--- config.mk ---
export PLATFORM = sky130hd
export DESIGN_NAME = sample_packet_header_framer
export DESIGN_NICKNAME = d
export VERILOG_FILES = /design/src/rtl/core/sphf_pkg.sv /design/src/rtl/core/sphf_front.sv /design/src/rtl/core/sphf_queue.sv /design/src/rtl/core/sphf_back.sv /design/src/rtl/core/sample_packet_header_framer.sv
export SDC_FILE = /design/constraint.sdc
export NUM_CORES = 1
export LEC_CHECK = 0
export BUFFER_PORTS_ARGS = -buffer_cell sky130_fd_sc_hd__buf_2
export CORE_ASPECT_RATIO = 0.75
export CORE_UTILIZATION = 56
export DETAILED_ROUTE_END_ITERATION = 10
export GPL_TIMING_DRIVEN = 1
export PLACE_DENSITY = 0.72
export SLEW_MARGIN = 40
export SYNTH_ARGS = -nofsm -noshare
export SYNTH_HDL_FRONTEND = slang
export SYNTH_SLANG_ARGS = --single-unit
--- constraint.sdc ---
create_clock -name clock -period 19.35 [get_ports clock]
set_clock_uncertainty 0.05 [all_clocks]
set_input_delay 1.935 -clock clock [delete_from_list [all_inputs] [get_ports clock]]
set_output_delay 1.935 -clock clock [all_outputs]
set_load 0.01 [all_outputs]
--- src/rtl/core/sphf_pkg.sv ---
// Shared types, constants and byte helpers of the sample packet header framer.
package sphf_pkg;

   // Register indexes of the configuration port.
   localparam logic [7:0] CSR_SYNC_WORD   = 8'd0;
   localparam logic [7:0] CSR_SAMPLE_TYPE = 8'd1;

   // Depth of the queue between the front and the back, and its counter width.
   localparam int QUEUE_DEPTH = 4;
   localparam int QCNT_W      = $clog2(QUEUE_DEPTH + 1);
   localparam int QPTR_W      = $clog2(QUEUE_DEPTH);

   // Largest time magnitude and duration that the header can carry.
   localparam logic [55:0] MAX56 = {56{1'b1}};

   // Packed widths of the input item.
   localparam int REQ_DATA_W = 160;
   localparam int REQ_USER_W = 2;

   // One classified item, as it waits in the queue.
   typedef struct packed {
      logic [7:0]  sid;
      logic        sync;
      logic        neg;
      logic [2:0]  nts;
      logic [2:0]  ndur;
      logic [2:0]  nlen_m1;
      logic [32:0] len;
      logic [55:0] mag;
      logic [55:0] dur;
   } entry_type;

   // Number of bytes that v needs, but at least lo.
   function automatic logic [3:0] byte_len(input logic [63:0] v, input logic [3:0] lo);
      logic [3:0] n;
      n = 4'd0;
      for (int i = 0; i < 8; i++) begin
         if (v[i*8 +: 8] != 8'd0) begin
            n = 4'(i + 1);
         end
      end
      if (n < lo) begin
         n = lo;
      end
      return n;
   endfunction

   // Byte i of v, counted from the least significant end.
   function automatic logic [7:0] byte_of(input logic [63:0] v, input logic [2:0] i);
      logic [63:0] s;
      s = v >> {i, 3'b000};
      return s[7:0];
   endfunction

endpackage

--- src/rtl/core/sphf_front.sv ---
// Front part: accepts sample items, works out magnitudes, counts and the length field.
module sphf_front (
   input  logic                            clock,
   input  logic                            reset,
   input  logic                            req_tvalid,
   output logic                            req_tready,
   input  logic [sphf_pkg::REQ_DATA_W-1:0] req_tdata,
   input  logic [sphf_pkg::REQ_USER_W-1:0] req_tuser,
   input  logic                            req_tlast,
   input  logic                            pop,
   output logic                            push,
   output sphf_pkg::entry_type             push_entry
);
   import sphf_pkg::*;

   typedef struct packed {
      logic [7:0]  sid;
      logic        sync;
      logic        neg;
      logic [55:0] mag;
      logic [55:0] dur;
      logic [31:0] plen;
   } s1_type;

   logic [QCNT_W-1:0] reserved_ff, reserved_in;
   logic              s1_valid_ff, s1_valid_in;
   s1_type            s1_ff, s1_in;

   logic              take;
   logic [56:0]       start_t, stop_t, mag57;
   logic [57:0]       diff58;
   logic [3:0]        nts4, ndur4, nlen4;
   logic [2:0]        nts, ndur;
   logic [32:0]       len;

   // An item is taken only while the queue has room reserved for it.
   assign req_tready = (reserved_ff < QCNT_W'(QUEUE_DEPTH));
   assign take       = req_tvalid && req_tready && !req_tlast;

   // Places held by items in the first stage or in the queue.
   always_comb begin
      reserved_in = reserved_ff;
      if (take && !pop) begin
         reserved_in = reserved_ff + QCNT_W'(1);
      end else if (!take && pop) begin
         reserved_in = reserved_ff - QCNT_W'(1);
      end
   end

   // First stage: timestamp magnitude and clamped duration.
   always_comb begin
      start_t = req_tdata[64:8];
      stop_t  = req_tdata[121:65];
      mag57   = start_t[56] ? (57'd0 - start_t) : start_t;
      diff58  = {stop_t[56], stop_t} - {start_t[56], start_t};

      s1_in.sid  = req_tdata[7:0];
      s1_in.sync = req_tuser[0];
      s1_in.plen = req_tdata[153:122];
      if (req_tuser[1]) begin
         s1_in.neg = start_t[56];
         s1_in.mag = mag57[56] ? MAX56 : mag57[55:0];
         if (diff58[57]) begin
            s1_in.dur = 56'd0;
         end else if (diff58[56]) begin
            s1_in.dur = MAX56;
         end else begin
            s1_in.dur = diff58[55:0];
         end
      end else begin
         s1_in.neg = 1'b1;
         s1_in.mag = 56'd0;
         s1_in.dur = 56'd0;
      end
      s1_valid_in = take;
   end

   always_ff @(posedge clock) begin
      if (reset) begin
         reserved_ff <= '0;
         s1_valid_ff <= 1'b0;
      end else begin
         reserved_ff <= reserved_in;
         s1_valid_ff <= s1_valid_in;
      end
      if (take) begin
         s1_ff <= s1_in;
      end
   end

   // Second stage: byte counts and length field, written straight into the queue.
   always_comb begin
      nts4  = byte_len({8'd0, s1_ff.mag}, 4'd0);
      ndur4 = byte_len({8'd0, s1_ff.dur}, 4'd0);
      nts   = nts4[2:0];
      ndur  = ndur4[2:0];
      len   = {1'b0, s1_ff.plen} + 33'(nts) + 33'(ndur) + 33'd2;
      nlen4 = byte_len({31'd0, len}, 4'd1);

      push_entry.sid     = s1_ff.sid;
      push_entry.sync    = s1_ff.sync;
      push_entry.neg     = s1_ff.neg;
      push_entry.nts     = nts;
      push_entry.ndur    = ndur;
      push_entry.nlen_m1 = 3'(nlen4 - 4'd1);
      push_entry.len     = len;
      push_entry.mag     = s1_ff.mag;
      push_entry.dur     = s1_ff.dur;
   end

   assign push = s1_valid_ff;

endmodule

--- src/rtl/core/sphf_queue.sv ---
// Short queue of classified items between the front and the back.
module sphf_queue (
   input  logic                clock,
   input  logic                reset,
   input  logic                push,
   input  sphf_pkg::entry_type push_entry,
   input  logic                pop,
   output logic                head_valid,
   output sphf_pkg::entry_type head_entry
);
   import sphf_pkg::*;

   entry_type         slot_ff [QUEUE_DEPTH];
   logic [QPTR_W-1:0] wr_ptr_ff, wr_ptr_in;
   logic [QPTR_W-1:0] rd_ptr_ff, rd_ptr_in;
   logic [QCNT_W-1:0] count_ff, count_in;

   // Pointers wrap at the queue depth; the front never pushes into a full queue.
   always_comb begin
      wr_ptr_in = wr_ptr_ff;
      rd_ptr_in = rd_ptr_ff;
      count_in  = count_ff;
      if (push) begin
         wr_ptr_in = (wr_ptr_ff == QPTR_W'(QUEUE_DEPTH - 1)) ? '0 : wr_ptr_ff + QPTR_W'(1);
      end
      if (pop) begin
         rd_ptr_in = (rd_ptr_ff == QPTR_W'(QUEUE_DEPTH - 1)) ? '0 : rd_ptr_ff + QPTR_W'(1);
      end
      if (push && !pop) begin
         count_in = count_ff + QCNT_W'(1);
      end else if (!push && pop) begin
         count_in = count_ff - QCNT_W'(1);
      end
   end

   always_ff @(posedge clock) begin
      if (reset) begin
         wr_ptr_ff <= '0;
         rd_ptr_ff <= '0;
         count_ff  <= '0;
      end else begin
         wr_ptr_ff <= wr_ptr_in;
         rd_ptr_ff <= rd_ptr_in;
         count_ff  <= count_in;
      end
      if (push) begin
         slot_ff[wr_ptr_ff] <= push_entry;
      end
   end

   assign head_valid = (count_ff != '0);
   assign head_entry = slot_ff[rd_ptr_ff];

endmodule

--- src/rtl/core/sphf_back.sv ---
// Back part: sends the header of the queue head one byte per cycle unless stalled.
module sphf_back #(
   parameter int SYNC_BYTES = 4
) (
   input  logic                clock,
   input  logic                reset,
   input  logic [31:0]         sync_word,
   input  logic [4:0]          sample_type,
   input  logic                head_valid,
   input  sphf_pkg::entry_type head_entry,
   output logic                pop,
   output logic                rsp_tvalid,
   input  logic                rsp_tready,
   output logic [7:0]          rsp_tdata,
   output logic                rsp_tlast
);
   import sphf_pkg::*;

   localparam logic [2:0] SYNC_LAST = 3'(SYNC_BYTES - 1);

   typedef enum logic [2:0] {
      ST_SYNC,
      ST_TYPE,
      ST_LEN,
      ST_SID,
      ST_FLAGS,
      ST_TS,
      ST_DUR
   } state_type;

   state_type  state_ff, state_in, st_nxt;
   logic [2:0] cnt_ff, cnt_in, cnt_nxt;
   logic       rsp_valid_ff, rsp_valid_in;
   logic [7:0] rsp_data_ff, rsp_data_in, byte_sel;
   logic       rsp_last_ff, rsp_last_in;
   logic       emit, done;

   // A byte goes out when the head is there and the output register is free.
   assign emit = head_valid && (!rsp_valid_ff || rsp_tready);
   assign pop  = emit && done;

   // Field sequencer: byte of the current field and the step after it.
   always_comb begin
      byte_sel = 8'd0;
      st_nxt   = state_ff;
      cnt_nxt  = cnt_ff;
      done     = 1'b0;
      unique case (state_ff)
         ST_SYNC: begin
            byte_sel = byte_of({32'd0, sync_word}, cnt_ff);
            if (cnt_ff == 3'd0) begin
               st_nxt = ST_TYPE;
            end else begin
               cnt_nxt = cnt_ff - 3'd1;
            end
         end
         ST_TYPE: begin
            byte_sel = {sample_type, head_entry.nlen_m1};
            st_nxt   = ST_LEN;
            cnt_nxt  = head_entry.nlen_m1;
         end
         ST_LEN: begin
            byte_sel = byte_of({31'd0, head_entry.len}, cnt_ff);
            if (cnt_ff == 3'd0) begin
               st_nxt = ST_SID;
            end else begin
               cnt_nxt = cnt_ff - 3'd1;
            end
         end
         ST_SID: begin
            byte_sel = head_entry.sid;
            st_nxt   = ST_FLAGS;
         end
         ST_FLAGS: begin
            byte_sel = {head_entry.sync, head_entry.neg, head_entry.nts, head_entry.ndur};
            if (head_entry.nts != 3'd0) begin
               st_nxt  = ST_TS;
               cnt_nxt = head_entry.nts - 3'd1;
            end else if (head_entry.ndur != 3'd0) begin
               st_nxt  = ST_DUR;
               cnt_nxt = head_entry.ndur - 3'd1;
            end else begin
               done = 1'b1;
            end
         end
         ST_TS: begin
            byte_sel = byte_of({8'd0, head_entry.mag}, cnt_ff);
            if (cnt_ff != 3'd0) begin
               cnt_nxt = cnt_ff - 3'd1;
            end else if (head_entry.ndur != 3'd0) begin
               st_nxt  = ST_DUR;
               cnt_nxt = head_entry.ndur - 3'd1;
            end else begin
               done = 1'b1;
            end
         end
         ST_DUR: begin
            byte_sel = byte_of({8'd0, head_entry.dur}, cnt_ff);
            if (cnt_ff != 3'd0) begin
               cnt_nxt = cnt_ff - 3'd1;
            end else begin
               done = 1'b1;
            end
         end
         default: begin
            st_nxt  = ST_SYNC;
            cnt_nxt = SYNC_LAST;
         end
      endcase
      if (done) begin
         st_nxt  = ST_SYNC;
         cnt_nxt = SYNC_LAST;
      end
   end

   // Next values of the sequencer and the output register.
   always_comb begin
      state_in     = emit ? st_nxt : state_ff;
      cnt_in       = emit ? cnt_nxt : cnt_ff;
      rsp_data_in  = emit ? byte_sel : rsp_data_ff;
      rsp_last_in  = emit ? done : rsp_last_ff;
      if (emit) begin
         rsp_valid_in = 1'b1;
      end else if (rsp_tready) begin
         rsp_valid_in = 1'b0;
      end else begin
         rsp_valid_in = rsp_valid_ff;
      end
   end

   always_ff @(posedge clock) begin
      if (reset) begin
         state_ff     <= ST_SYNC;
         cnt_ff       <= SYNC_LAST;
         rsp_valid_ff <= 1'b0;
      end else begin
         state_ff     <= state_in;
         cnt_ff       <= cnt_in;
         rsp_valid_ff <= rsp_valid_in;
      end
      rsp_data_ff <= rsp_data_in;
      rsp_last_ff <= rsp_last_in;
   end

   assign rsp_tvalid = rsp_valid_ff;
   assign rsp_tdata  = rsp_data_ff;
   assign rsp_tlast  = rsp_last_ff;

endmodule

--- src/rtl/core/sample_packet_header_framer.sv ---
// Latency: with the back idle, an item passes the first-stage register and the queue before
// its first byte enters the output register. Throughput: one byte per cycle unless stalled;
// an item gives SYNC_BYTES + 3 + length bytes + time bytes, 8 to 26 with four sync bytes;
// the first stage and the queue hold four items, so the front takes items back to back
// until it fills. End-of-stream items take no place and give no bytes.
// Reset (synchronous, active high) empties the pipeline and queue and clears both registers.
module sample_packet_header_framer #(
   parameter int SYNC_BYTES = 4
) (
   input  logic         clock,
   input  logic         reset,
   // req_tdata: stream_id[7:0], start_time[64:8], stop_time[121:65],
   // payload_length[153:122], zero fill[159:154]
   input  logic         req_tvalid,
   output logic         req_tready,
   input  logic [159:0] req_tdata,
   // req_tuser: is_sync[0], time_valid[1]
   input  logic [1:0]   req_tuser,
   // req_tlast: end_of_stream
   input  logic         req_tlast,
   // rsp_tdata: header_byte[7:0]; rsp_tlast: last_byte
   output logic         rsp_tvalid,
   input  logic         rsp_tready,
   output logic [7:0]   rsp_tdata,
   output logic         rsp_tlast,
   input  logic         csr_valid,
   output logic         csr_ready,
   input  logic [7:0]   csr_index,
   input  logic [31:0]  csr_data
);
   import sphf_pkg::*;

   logic [31:0] sync_word_ff, sync_word_in;
   logic [4:0]  sample_type_ff, sample_type_in;
   logic        push, pop, head_valid;
   entry_type   push_entry, head_entry;

   // Configuration registers; writes are always taken.
   assign csr_ready = 1'b1;

   always_comb begin
      sync_word_in   = sync_word_ff;
      sample_type_in = sample_type_ff;
      if (csr_valid) begin
         unique case (csr_index)
            CSR_SYNC_WORD:   sync_word_in   = csr_data;
            CSR_SAMPLE_TYPE: sample_type_in = csr_data[4:0];
            default: begin
            end
         endcase
      end
   end

   always_ff @(posedge clock) begin
      if (reset) begin
         sync_word_ff   <= '0;
         sample_type_ff <= '0;
      end else begin
         sync_word_ff   <= sync_word_in;
         sample_type_ff <= sample_type_in;
      end
   end

   sphf_front u_front (
      .clock      (clock),
      .reset      (reset),
      .req_tvalid (req_tvalid),
      .req_tready (req_tready),
      .req_tdata  (req_tdata),
      .req_tuser  (req_tuser),
      .req_tlast  (req_tlast),
      .pop        (pop),
      .push       (push),
      .push_entry (push_entry)
   );

   sphf_queue u_queue (
      .clock      (clock),
      .reset      (reset),
      .push       (push),
      .push_entry (push_entry),
      .pop        (pop),
      .head_valid (head_valid),
      .head_entry (head_entry)
   );

   sphf_back #(
      .SYNC_BYTES (SYNC_BYTES)
   ) u_back (
      .clock       (clock),
      .reset       (reset),
      .sync_word   (sync_word_ff),
      .sample_type (sample_type_ff),
      .head_valid  (head_valid),
      .head_entry  (head_entry),
      .pop         (pop),
      .rsp_tvalid  (rsp_tvalid),
      .rsp_tready  (rsp_tready),
      .rsp_tdata   (rsp_tdata),
      .rsp_tlast   (rsp_tlast)
   );

endmodule

== After elaboration in Yosys (flattened, before gate mapping) ==
Memory sizes are Yosys's and may differ from the RTL's. A register that Yosys moved wholly into a read port is not among the register bits.
Cells that the tools add are included.

* Bits in registers: 218
* RAM bits: 656
* Input port bits: 208
* Output and inout bits: 12
* Memories: 1

{| class="wikitable"
|+ Memories
! name !! words !! width !! read ports !! clocked after memory_dff !! wr ports !! line !! source
|-
| u_queue.slot_ff || 4 || 164 || 1 || 1 || 1 || sphf_queue.sv:13 || <nowiki>entry_type slot_ff [QUEUE_DEPTH];</nowiki>
|}

* Add/subtract/negate cells: 15
* Magnitude comparators: 4
* Equal/unequal tests: 16
* Shifts and indexed selects: 4
* Mux-type cells: 57
* Bitwise operators: 1
* Reductions and logical operators: 48

{| class="wikitable"
|+ Operator list
! operator !! count
|-
| 8-bit nonzero test || 18
|-
| 56-bit 2-to-1 mux || 2
|-
| 56-bit by 6-bit right shift with 8-bit output || 2
|-
| 3-bit 2-to-1 mux || 29
|-
| 57-bit by 57-bit subtractor with 58-bit output || 1
|-
| 57-bit 2-to-1 mux || 1
|-
| 1-bit by 57-bit subtractor with 57-bit output (first input constant) || 1
|-
| 8-bit case mux with 7 select lines || 1
|-
| 32-bit by 3-bit adder with 33-bit output || 1
|-
| 33-bit by 2-bit adder with 33-bit output (second input constant) || 1
|-
| 33-bit by 3-bit adder with 33-bit output || 1
|-
| 33-bit by 6-bit right shift with 8-bit output || 1
|-
| 32-bit by 6-bit right shift with 8-bit output || 1
|-
| 3-bit case mux with 7 select lines || 1
|-
| 2-bit 2-to-1 mux || 10
|-
| 3-bit case mux with 6 select lines || 1
|-
| 3-bit by 1-bit subtractor with 3-bit output (second input constant) || 6
|-
| 3-bit nonzero test || 4
|-
| 1-bit 2-to-1 mux || 11
|-
| 3-bit == test (second input constant) || 3
|-
| 3-bit by 1-bit < comparator with 1-bit output (second input constant) || 3
|-
| 3-bit by 1-bit inequality test with 1-bit output (second input constant) || 3
|-
| 8-bit by 1-bit == test with 1-bit output (second input constant) || 1
|-
| 1-bit logical AND || 8
|-
| other kinds (19) || 34
|}

== Longest topological paths before layout ==
* Depth after elaboration: 22
* Gate-level depth with buffers: 22

== Hierarchy ==
Synthesis repeated with hierarchy kept, for this count alone.

* Cells, all modules: 2754
* Area total of the unflattened synthesis: 40946.8 um2

{| class="wikitable"
|+ By module, submodules not included
! module !! times used !! cells an instance !! area each (um2) !! sequential area each (um2)
|-
| sphf_queue || 1 || 899 || 24069.3 || 19879.1
|-
| sphf_front || 1 || 1319 || 12411.9 || 4704.5
|-
| sphf_back || 1 || 365 || 2763.9 || 410.4
|-
| sample_packet_header_framer || 1 || 171 || 1701.6 || 740.7
|}

== Worst setup path before layout ==
OpenSTA, ideal clock, no wires.

* Path type: in2reg
* From: input port req_tlast
* To: register u_front.reserved_ff[2]
* Data arrival time: 15.529 ns
* Slack: 3.700 ns
* Stages on the path: 7
* Buffers on the path: 0
* Cells stage by stage: nor3b_1 > ha_1 > inv_1 > fa_1 > xor2_1 > or3_1 > a21oi_1

* Longest elaborated chain between the ends: 5

{| class="wikitable"
|+ Ends and longest elaborated chain
! element !! line !! source
|-
| start: declaration || sample_packet_header_framer.sv:20 || <nowiki>input logic req_tlast,</nowiki>
|-
| 1-bit logical NOT (*) || sphf_front.sv:38 || <nowiki>assign take = req_tvalid && req_tready && !req_tlast;</nowiki>
|-
| 1-bit logical AND (*) || sphf_front.sv:38 ||
|-
| 1-bit logical NOT || sphf_front.sv:45 || <nowiki>end else if (!take && pop) begin</nowiki>
|-
| 1-bit logical AND || sphf_front.sv:45 ||
|-
| 2-bit nonzero test (no line) || - ||
|-
| end signal: assignment || sphf_front.sv:83 || <nowiki>reserved_ff <= reserved_in;</nowiki>
|-
| end: declaration || sphf_front.sv:25 || <nowiki>logic [QCNT_W-1:0] reserved_ff, reserved_in;</nowiki>
|}

Mark *: on every way between the ends. The rest lies on a longest branch, timed or not.
A chain may end at the register's enable or synchronous reset.

==> results.cfg <==
[setup_path]
critical-path-max-stage-delay_ns = 0.63
timing_worst_setup_path_type = register to register
r2r_cells = 20
timing.critical_path.from_type = register
endpoint_kind = register
worst-endpoint-arrival_ns = 6.78
critical_path.reg2reg.startpoint = u_front.push_entry[65]$_SDFFCE_PN0P_
r2r_slack_ns = 12.86
crit_path_cell_trace = nor4_1, nand3_1, a21oi_1, nor2_1, o21ai_1, inv_1, fa_1, inv_1, ha_1, or2_2, fa_1, a21o_1, a21oi_1, nor2b_1, and3_1, xor2_1, or4_1, or4_1, o21ai_1, o21ai_0
critical_path_peak_fanout = 5
slowest_library_cell_on_the_worst_path = sky130_fd_sc_hd__nor4_1
worst_r2r_endpoint = u_queue.slot_ff[0][145]$_DFFE_PP_
crit_required_ns = 19.64
critPathCapture = u_queue.slot_ff[0][145]$_DFFE_PP_
setup.worst_path.start = u_front.push_entry[65]$_SDFFCE_PN0P_

[place]
instance_count_after_placement_with_tap_cells_included = 3725
port_buffers = 212
hpwl_reported_at_the_end_of_detailed_placement_um = 70900
gpl.final_weighted_congestion = 0.910
placed_cell_area_mm2 = 0.0415

[floorplanning]
core_mm2 = 0.0692
i_o_pin_count = 220
initial_standard_cell_utilization_of_the_core_pct = 57.2
die_h_um = 232
die_width_um = 309
fp-row-count = 83
floorplan.die_area_mm2 = 0.0717

[final_layout]
fraction_of_final_layout_cells_sized_beyond_drive_strength_1_pct = 18.9
utilization_after_layout_pct = 63.9
nFillCells = 4947
final_nets = 3166
design_area_mm2 = 0.0442
stdcell_count = 3877
antenna-diode-count = 0
areaGrowthSynthToFinish_pct = 11.8

[power_and_ir_drop]
intPower_w = 0.00315
total_power_of_the_final_layout_w = 0.00408
sequentialPowerShare_pct = 52.8
power.static_leakage_nw = 14.8
p_sw_share_pct = 22.9
peakVddDrop_mv = 0.0648
power_per_cell_area_mw_per_mm2 = 92.4
clockPowerShare_pct = 39.0
p_comb_share_pct = 8.1
power_switching_w = 0.000936

[detailed_routing]
antenna_violating_nets_post_route = 0
vias = 24900
drt_pre_antenna_iters = 6
route.detailed.vias_per_inst = 6.43
detail_route.wl_per_cell_um = 26.6
met3WireLength_um = 11000
met2RoutedLength_um = 44300
postRouteWirelength_um = 103000
wirelength_met1_um = 45900
top_layer_used_by_detailed_routing = met4
drt_first_iter_violations = 3141
detail_route.drc_violations = 0

[clocking]
cts_max_path_buffers = 3
post-cts-setup-buffers = 0
clock_tree.root_cell = sky130_fd_sc_hd__clkbuf_16
clock_transition_at_the_register_clock_pins_on_the_worst_setup_and_hold_paths_after_cts_ns = 0.06
cts.htree.levels = 3
cts_hold_buffers = 0
tritoncts = built
cts_resized = 0
cts-buffers-inserted = 82
clk-insertion-delay-late_ns = 0.64
tritoncts_num_sinks = 872

[timing]
setup_viol = 0
period_share_pct = 33.6
slew_violations = 0
setup_tns_ns = 0
hold_violations = 0
worst_slew_margin_relative_to_its_limit_pct = 41.4
grt_setup_unrepaired = no
post-route-min-period_ns = 6.49
fmax_mhz = 154
worst_pin_slew_ns = 0.880

[synth]
total_standard_cell_area_after_synthesis_mm2 = 0.0395
synth-main-ff-cell = sky130_fd_sc_hd__edfxtp_1
post_synth_num_cell_types = 83
synth_async_sr_flop_share_pct = 0
synth_edf_count = 815
post_synth.cell_area_avg_um2 = 14.7
postSynthCellCount = 2696
ys_seq_area_share_pct = 64.8
synth_warnings = 0
synth.net_count = 2987
postSynthRegisterBits = 872

[flow_run]
drv.max_cap_violation_count = 0

[grt]
grt_pass1_wl_um = 151000
grt_max_degree = 129
grt_pass1_vias = 23600
global_route.overflow_total = 0
initial_antenna_violation_count = 1
track_usage_pct = 28.8

[hold_path]
hold_path_class = register to register

[status]
outcome = finished, final reports clean
## placed cells by master, fill, tap and decap left out, types with 41 or more instances in the layout
cell type                   Yosys  layout
sky130_fd_sc_hd__ha_1          77      77
sky130_fd_sc_hd__a21oi_1      192     192
sky130_fd_sc_hd__o21a_1        48      48
sky130_fd_sc_hd__xnor2_1       90      90
sky130_fd_sc_hd__o21ai_0       97      96
sky130_fd_sc_hd__inv_1        109     109
sky130_fd_sc_hd__dfxtp_1       57      53
sky130_fd_sc_hd__mux4_2       150     150
sky130_fd_sc_hd__mux2i_1       75      75
sky130_fd_sc_hd__nor2_1       102     101
sky130_fd_sc_hd__buf_2         22     210
sky130_fd_sc_hd__xor2_1        42      41
sky130_fd_sc_hd__clkbuf_16      0      85
sky130_fd_sc_hd__nand2_1      182     181
sky130_fd_sc_hd__edfxtp_1     815     815
## worst max-delay path, delay by kind of cell, from the launching register on
kind	cells	cell delay (ns)
AOI/OAI and AO/OA	6	1.48
xor gates and xnor gates	1	0.19
adders and majority gates	3	1.18
and+or+nand+nor	8	2.57
buffers and inverters	2	0.26
DFF	1	0.45
## layer usage
layer,vias to the layer above,GRT usage (%)
li1,10900,-
met1,12500,46.1
met2,1356,41.5
met3,119,4.80
met4,0,6.06
met5,-,0
## metrics by stage
step,hold slack [ns],worst slack [ns]
final,0.431,12.86
after global routing,0.468,12.45
after CTS,0.433,12.65
after detailed placement,0.424,12.66
after global placement,0.402,12.77
after floorplan,0.386,3.70
## power groups by stage
stage | Clock, W | Sequential, W | Combinational (W)
floorplan | 0 | 0.00219 | 0.000206
detailed placement | 0 | 0.00220 | 0.000325
global route | 0.00168 | 0.00216 | 0.000359
global placement | 0 | 0.00219 | 0.000320
finish | 0.00159 | 0.00216 | 0.000332
CTS | 0.00161 | 0.00216 | 0.000327
## state kept, by name, indices dropped and copies added, names as in the netlist, 3 cells and up, named ones only
name                 count
u_front.reserved_ff      3
u_queue.slot_ff        652
u_front.s1_ff           32
u_back.cnt_ff            3
sample_type_ff           5
u_back.rsp_tdata         8
u_back.state_ff          3
u_front.push_entry     122
sync_word_ff            32
u_queue.count_ff         3
## cells by family (layout without fill, tap and decap cells)
logic type	after synthesis	in the layout	synth area share (%)
multiplexers	226	226	10.5
AO/OA/AOI/OAI	598	598	9.79
buffers and inverters	257	503	2.62
AND/OR/NAND/NOR	527	527	6.66
flip-flops	872	872	64.8
other	1	1	0.00948
adder cells (fa/ha/maj)	83	83	2.74
XOR/XNOR	132	132	2.92
## Yosys cell counts (all sizes together), types with 57 or more instances
master / count / share of area [%]
edfxtp: 815 / 62
a21oi: 192 / 2.4
nand2: 182 / 1.7
mux4: 150 / 8.5
inv: 109 / 1.0
nor2: 102 / 0.97
o21ai: 99 / 1.3
clkbuf: 98 / 0.93
xnor2: 90 / 2.0
ha: 77 / 2.4
mux2i: 75 / 1.9
dfxtp: 57 / 2.9
## how the worst min path moves through the flow
| stage | startpoint | to | slack (ns) | depth (start not counted) |
|---|---|---|---|---|
| floorplan | sync_word_ff[30]$_SDFFE_PP0P_ | sync_word_ff[30]$_SDFFE_PP0P_ | 0.39 | 2 |
| global placement | u_back.rsp_tvalid$_SDFFE_PP0P_ | u_back.rsp_tvalid$_SDFFE_PP0P_ | 0.40 | 2 |
| detailed placement | u_back.rsp_tvalid$_SDFFE_PP0P_ | u_back.rsp_tvalid$_SDFFE_PP0P_ | 0.42 | 2 |
| CTS | u_back.rsp_tvalid$_SDFFE_PP0P_ | u_back.rsp_tvalid$_SDFFE_PP0P_ | 0.43 | 2 |
| global route | u_front.push_entry[161]$_DFFE_PP_ | u_queue.slot_ff[3][161]$_DFFE_PP_ | 0.47 | 0 |
| finish | u_back.rsp_tvalid$_SDFFE_PP0P_ | u_back.rsp_tvalid$_SDFFE_PP0P_ | 0.43 | 2 |
## final cells by class
type                       instances  area (µm²)  share of cell area [%]
timing repair buffer             241        1400                    3.17
multi-input combinational       1567       12900                    29.3
clock buffer                     101        2210                    5.00
sequential                       872       25600                    58.0
clock inverter                    50         455                    1.03
tap                              935        1170                    2.65
inverter                         111         417                   0.942
Note: power is estimated with default switching activity, not from simulation.
